File: config.mk
export PLATFORM = sky130hd
export DESIGN_NAME = rbb_div9
export DESIGN_NICKNAME = d
export VERILOG_FILES = /design/src/rtl/rbb_pkg.sv /design/src/rtl/rbb_div9.sv
export SDC_FILE = /design/constraint.sdc
export NUM_CORES = 1
export LEC_CHECK = 0
export BUFFER_PORTS_ARGS = -buffer_cell sky130_fd_sc_hd__buf_4
export CORE_ASPECT_RATIO = 0.9
export CORE_MARGIN = 2
export CORE_UTILIZATION = 25
export DETAILED_ROUTE_END_ITERATION = 8
export GPL_TIMING_DRIVEN = 0
export PLACE_DENSITY = 0.39
export SLEW_MARGIN = 40
export SYNTH_ARGS = -nofsm -noshare
export SYNTH_HDL_FRONTEND = slang
export SYNTH_SLANG_ARGS = --single-unit
File: constraint.sdc
create_clock -name vclk -period 9.5
set_input_delay 0 -clock vclk [all_inputs]
set_output_delay 0 -clock vclk [all_outputs]
set_load 0.01 [all_outputs]
File: src/rtl/rbb_pkg.sv
// Shared types and constants for the RGB 3x3 box blur.
package rbb_pkg;

    localparam int NUM_CH        = 3;
    localparam int CH_W          = 8;
    localparam int SUM_W         = 12;       // 9 * 255 fits in 12 bits
    localparam int DIV9_RECIP_W  = 13;
    localparam int DIV9_SHIFT    = 16;
    localparam logic [DIV9_RECIP_W-1:0] DIV9_RECIP = 13'd7282; // ceil(2^16 / 9)

    localparam int IMAGE_WIDTH_W  = 11;
    localparam int IMAGE_HEIGHT_W = 13;
    localparam int CFG_DATA_W     = 13;
    localparam int CFG_INDEX_W    = 1;

    localparam logic [CFG_INDEX_W-1:0] REG_IMAGE_WIDTH  = 1'b0;
    localparam logic [CFG_INDEX_W-1:0] REG_IMAGE_HEIGHT = 1'b1;

    // channel 0 red, 1 green, 2 blue
    typedef logic [NUM_CH-1:0][CH_W-1:0] rbb_pixel_t;

    typedef struct packed {
        rbb_pixel_t upper;
        rbb_pixel_t middle;
    } rbb_line_pair_t;

    typedef struct packed {
        logic emit;
        logic interior;
        logic eof;
    } rbb_flags_t;

endpackage

File: src/rtl/rbb_div9.sv
// Divide a nine-sample sum by 9 via reciprocal multiply (exact for sums up to 2295).
module rbb_div9 (
    input  logic [rbb_pkg::SUM_W-1:0] sum,
    output logic [rbb_pkg::CH_W-1:0]  quotient
);

    localparam int PROD_W = rbb_pkg::SUM_W + rbb_pkg::DIV9_RECIP_W;

    logic [PROD_W-1:0] prod;

    assign prod     = PROD_W'(sum) * PROD_W'(rbb_pkg::DIV9_RECIP);
    assign quotient = prod[rbb_pkg::DIV9_SHIFT +: rbb_pkg::CH_W];

endmodule

==> out/metrics.yaml, run 1 <==
gp_congestion: 0.765
crit_arrival_ns: 4.53
firstDrtPassIters: 4
hold_path.startpoint: "sum[11]"
p_leak_nw: 1.40
finalMaxSlewViolations: 0
postSynthAreaPerCell_um2: 8.96
cp-end-kind: "primary output"
grtUsageTotal: 0.105
globalRouteMet2Util: 0.163
max_freq_mhz: 221
p_total_uw: 825
ys_seq_area_frac: 0
grt_pass1_wl_um: 8110
wl_per_cell_um: 12.4
dieHeight_um: 93.4
cpMostUsedCell: "inv_1"
maxCapViolCount: 0
wirelength_um: 4800
finalCritPeriodShare: 0.477
synth_warnings: 0
synth_top_cell_by_area: "ha_1"
grt_pass1_vias: 1640
overflow: 0
antenna_found_initial: 0
die_x_um: 103
setup_viol: 0
outcome: "finished, final reports clean"
relSlewSlack: 0.695
vias: 1602
drtIter0Drc: 20
power.density_mw_per_mm2: 327
finalHoldWorstSlack_ns: 0.869
mostFrequentLayoutCells: "70 x inv_1, 66 x ha_1, 29 x fa_1, 21 x buf_4, 11 x a21oi_1"
hold_viol: 0
min_period_ns: 4.53
use_met1: 0.169
tns_ns: 0
hpwl_um: 4660
worst_pin_slew_ns: 0.455
nets: 377
cp_max_fo: 5
drt.antenna.violating_nets: 0
syn-num-nets: 355
cp_cell_sequence: "buf_4 -> inv_1 -> fa_1 -> inv_1 -> ha_1 -> inv_1 -> fa_1 -> inv_1 -> fa_1 -> inv_1 -> fa_1 -> inv_1 -> ha_1 -> and2_4 -> nand3_1 -> o22ai_1 -> a211oi_1 -> o21ai_0 -> xor2_1 -> buf_4"
num-fill-cells: 964
yosys-top-cells-area: "ha_1 37%, fa_1 26%, inv_1 12%, xnor2_1 3.5%, a21oi_1 2.5%"
ir_worst_vdd_mv: 0.183
dieArea_mm2: 0.00966
layout-drive-gt1-share: 0.108
postCtsSetupBuffers: 0
cp-start-kind: "input pin"
clock_buffer_count: 0
io_pins: 20
ctsResizeCount: 0
seq_area_um2: 0
holdCritPathClass: "input pin to primary output"
critical-path-max-stage-delay_ns: 0.54
synth_top_area_frac: 0.372
rows: 32
synthDistinctLibCells: 33
diodes: 0
cp_slowest_cell: "fa_1"
netlist_instances: 248
syn2layout_area_growth_pct: 13.5
nFlopsAndLatches: 0
fin_util: 0.293
drc: 0
grt_setup_unrepaired: "no"
critical_path_class: "input pin to primary output"
vias_per_cell: 4.14
crit_start: "sum[1]"
core_mm2: 0.00861
layout_commonest_cell: "inv_1"
crit_required_ns: 9.50
hold_buffers: 0
grt_use_met3: 0.00149
io_buffers: 20
synth.cell_area_mm2: 0.00222
grt.busiest_layer: "met1"
grt_max_degree: 8
start_util: 0.258
final cells by class:
type	instances	area, µm²	share of cell area
inverters	70	263	0.104
multi-input cells	177	1950	0.774
plain buffers	1	7.51	0.00298
repair buffers	20	150	0.0596
well taps	119	149	0.0591
synthesized netlist by cell type:
library cell,number
xnor2_1,9
nand4_1,3
o21a_1,1
a21bo_2,1
nand2_1,10
buf_4,1
o21ai_0,6
xor2_1,5
a41oi_1,1
ha_1,66
nor2_1,4
o21ai_1,2
o31a_1,1
fa_1,29
a41oi_2,2
o21bai_1,2
o31ai_1,1
and2_2,1
a21o_1,5
nor2b_1,1
and2_1,2
nand3_1,3
a21boi_0,1
a21oi_1,11
and2_4,1
nand2_2,1
a211oi_1,1
o22ai_1,2
o31ai_2,1
o311ai_1,1
a41o_2,1
a31oi_1,2
inv_1,70
critical path, delay by kind of cell:
kind / cells / cell delay [ns]
compound gates: 3 / 0.70
xor+xnor: 1 / 0.17
fa+ha+maj: 6 / 2.80
buf+inv: 8 / 0.59
simple gates: 2 / 0.27
kinds of logic (layout without fill, tap and decap cells):
group                      Yosys count  in the layout  share of synthesized area
AOI/OAI and AO/OA                   42             42                      0.133
xor gates and xnor gates            14             14                     0.0552
buffers and inverters               71             91                      0.122
adders and majority gates           95             95                      0.633
and+or+nand+nor                     26             26                     0.0574
per-layer routing:
metal	wire, µm	vias up
met5	0	-
met4	0	0
met3	66	0
met2	2130	13
met1	2600	738
li1	-	851
through the flow:
step | setup slack (ns) | cells | area (µm²)
floorplan | 5.53 | 248 | 2220
global placement | 4.90 | 387 | 2520
detailed placement | 4.96 | 387 | 2520
CTS | 4.93 | 387 | 2520
global route | 4.72 | 387 | 2520
finish | 4.97 | 387 | 2520
worst paths after layout:
path	endpoint	slack, ns	depth (start not counted)
setup / recovery	quotient[3]	4.97	20
hold / removal	quotient[7]	0.87	7
report_power, final:
part	internal (mW)	total [mW]	switching [mW]
Sequential	0	0	0
Combinational	0.366	0.825	0.459
Clock	0	0	0
Total	0.366	0.825	0.459
(Power assumes the default switching activity.)
==> run 2, diff against run 1 <==
--- a/config.mk
+++ b/config.mk
@@ -11,7 +11,7 @@
 export CORE_UTILIZATION = 25
 export DETAILED_ROUTE_END_ITERATION = 8
 export GPL_TIMING_DRIVEN = 0
-export PLACE_DENSITY = 0.39
+export PLACE_DENSITY = 0.41
 export SLEW_MARGIN = 40
 export SYNTH_ARGS = -nofsm -noshare
 export SYNTH_HDL_FRONTEND = slang
==> constraint.sdc (replaced) <==
create_clock -name vclk -period 3.85
set_input_delay 0 -clock vclk [all_inputs]
set_output_delay 0 -clock vclk [all_outputs]
set_load 0.01 [all_outputs]
==> run 2 against run 1 <==
  * The flow now finishes with violations (negative setup slack)
  * Critical path depth stayed put
  * Flip-flop and latch count stayed put
  * Global-route usage is 0.52 points higher
  * Via count is 6.1% higher
  * Cell count is 3.4% higher
  * Sequential share of layout area stayed put
  * Wire length is 9.6% higher
  * Non-clock buffer count is 13 higher
  * Worst hold slack worse by 0.019 ns
  * Setup slack worse by 5.1 ns
==> out/metrics.yaml, run 2 (synthesis gave the netlist of run 1 again) <==
outcome: "finished, violations left"  # was finished, final reports clean
violations: "negative setup slack"
fin_area_mm2: 0.00299  # was 0.00252 mm²
diodes: 0  # unchanged
finalCritPeriodShare: 1.03
dieHeight_um: 93.4  # unchanged
dpl_cell_area_mm2: 0.00254  # was 0.00252 mm²
die_x_um: 103  # unchanged
syn2layout_area_growth_pct: 34.5  # was 13.5%
use_met1: 0.175  # was 0.169
hpwl_um: 4580  # was 4660 µm
setup_viol: 4  # was 0
crit_arrival_ns: 3.97  # was 4.53 ns
wirelength_um: 5250  # was 4800 µm
cp-end-kind: "primary output"  # unchanged
holdCritPathClass: "input pin to primary output"  # unchanged
layout_commonest_cell: "inv_1"  # unchanged
min_period_ns: 3.97
multi_input_area_mm2: 0.00228  # was 0.00195 mm²
grt_use_met3: 0.00299  # was 0.00149
grt_max_degree: 8  # unchanged
critical-path-max-stage-delay_ns: 0.55  # was 0.54 ns
dieArea_mm2: 0.00966  # unchanged
firstDrtPassIters: 4  # unchanged
finalMaxSlewViolations: 0  # unchanged
io_buffers: 20  # unchanged
grt_pass1_vias: 1719  # was 1,640
num-fill-cells: 913  # was 964
start_util: 0.258  # unchanged
drc: 0  # unchanged
wl_per_cell_um: 13.1  # was 12.4 µm
hold_viol: 0  # unchanged
setup_ws_ns: -0.116  # was 4.97 ns
antenna_found_initial: 0  # unchanged
grt.busiest_layer: "met1"  # unchanged
worst_pin_slew_ns: 0.308  # was 0.455 ns
nFlopsAndLatches: 0  # unchanged
cp_slowest_cell: "fa_1"  # unchanged
cp_max_fo: 4  # was 5
layout-drive-gt1-share: 0.306  # was 0.108
core_mm2: 0.00861  # unchanged
drtIter0Drc: 13  # was 20
cp-start-kind: "input pin"  # unchanged
globalRouteMet2Util: 0.174  # was 0.163
clock_buffer_count: 0  # unchanged
max_freq_mhz: 252
vias_per_cell: 4.25  # was 4.14
crit_required_ns: 3.85  # was 9.50 ns
gp_congestion: 0.750  # was 0.765
grtUsageTotal: 0.110  # was 0.105
grt_setup_unrepaired: "yes"  # was no
cp_cell_sequence: "buf_12 -> inv_4 -> fa_1 -> inv_2 -> ha_4 -> inv_2 -> fa_1 -> inv_2 -> fa_1 -> inv_1 -> fa_1 -> inv_2 -> ha_4 -> and2_4 -> nand3_4 -> o22ai_4 -> a211oi_4 -> o31ai_4 -> xnor2_1 -> buf_4"  # was buf_4 -> inv_1 -> fa_1 -> inv_1 -> ha_1 -> inv_1 -> fa_1 -> inv_1 -> fa_1 -> inv_1 -> fa_1 -> inv_1 -> ha_1 -> and2_4 -> nand3_1 -> o22ai_1 -> a211oi_1 -> o21ai_0 -> xor2_1 -> buf_4
drt.antenna.violating_nets: 0  # unchanged
rows: 32  # unchanged
nets: 390  # was 377
critical_path_class: "input pin to primary output"  # unchanged
relSlewSlack: 0.795  # was 0.695
overflow: 0  # unchanged
maxCapViolCount: 0  # unchanged
mostFrequentLayoutCells: "63 x inv_1, 53 x ha_1, 28 x fa_1, 27 x buf_4, 12 x ha_4"  # was 70 x inv_1, 66 x ha_1, 29 x fa_1, 21 x buf_4, 11 x a21oi_1
seq_area_um2: 0  # unchanged
grt_pass1_wl_um: 8450  # was 8110 µm
vias: 1699  # was 1,602
io_pins: 20  # unchanged
run 2: cell types whose count changed in the layout (fill, tap and decap cells not counted), sizes merged:
cell  before  now
buf       21   34
run 2: timing repair:
item	CTS	global route
resized for setup	32	40
setup endpoints to repair	8	8
pin swaps	14	30
endpoints found under the hold margin	0	0
buffers inserted	10	3
hold buffers	0	0
run 2: cell type report:
cell class / count / share of cell area
tap: 119 / 0.0498
inverter: 70 / 0.0896
multi-input combinational: 177 / 0.762
buffer: 1 / 0.00377
timing repair buffer: 33 / 0.0946
run 2: worst paths after layout:
kind | startpoint | to | slack (ns) | cells after the start
worst min-delay path | sum[9] | quotient[7] | 0.85 | 7
worst max-delay path | sum[3] | quotient[7] | -0.12 | 20
run 2: stage by stage:
step	instances	hold slack, ns	utilization	setup slack (ns)	TNS [ns]
6_report	400	0.850	0.347	-0.116	-0.231
5_1_grt	400	0.949	0.347	-0.265	-0.894
4_1_cts	397	0.879	0.318	-0.170	-0.678
3_5_place_dp	387	0.906	0.295	-0.499	-2.26
3_3_place_gp	387	0.889	0.295	-0.524	-2.46
2_1_floorplan	248	0.568	-	0.0418	0
run 2: metal layers:
metal,part of all wire,up-vias
li1,-,872
met1,0.50,805
met2,0.47,22
met3,0.024,0
met4,0,0
met5,0,-
run 2: worst max-delay path: cells and delay by family:
| family | cells | cell delay, ns |
|---|---|---|
| xor gates and xnor gates | 1 | 0.15 |
| buffers and inverters | 8 | 0.47 |
| and+or+nand+nor | 2 | 0.25 |
| AOI/OAI and AO/OA | 3 | 0.51 |
| adders and majority gates | 6 | 2.59 |
Power of run 2 is left out: the tool's default activity adds up to more than one toggle a clock period on the data nets, which glitch-free logic cannot reach.
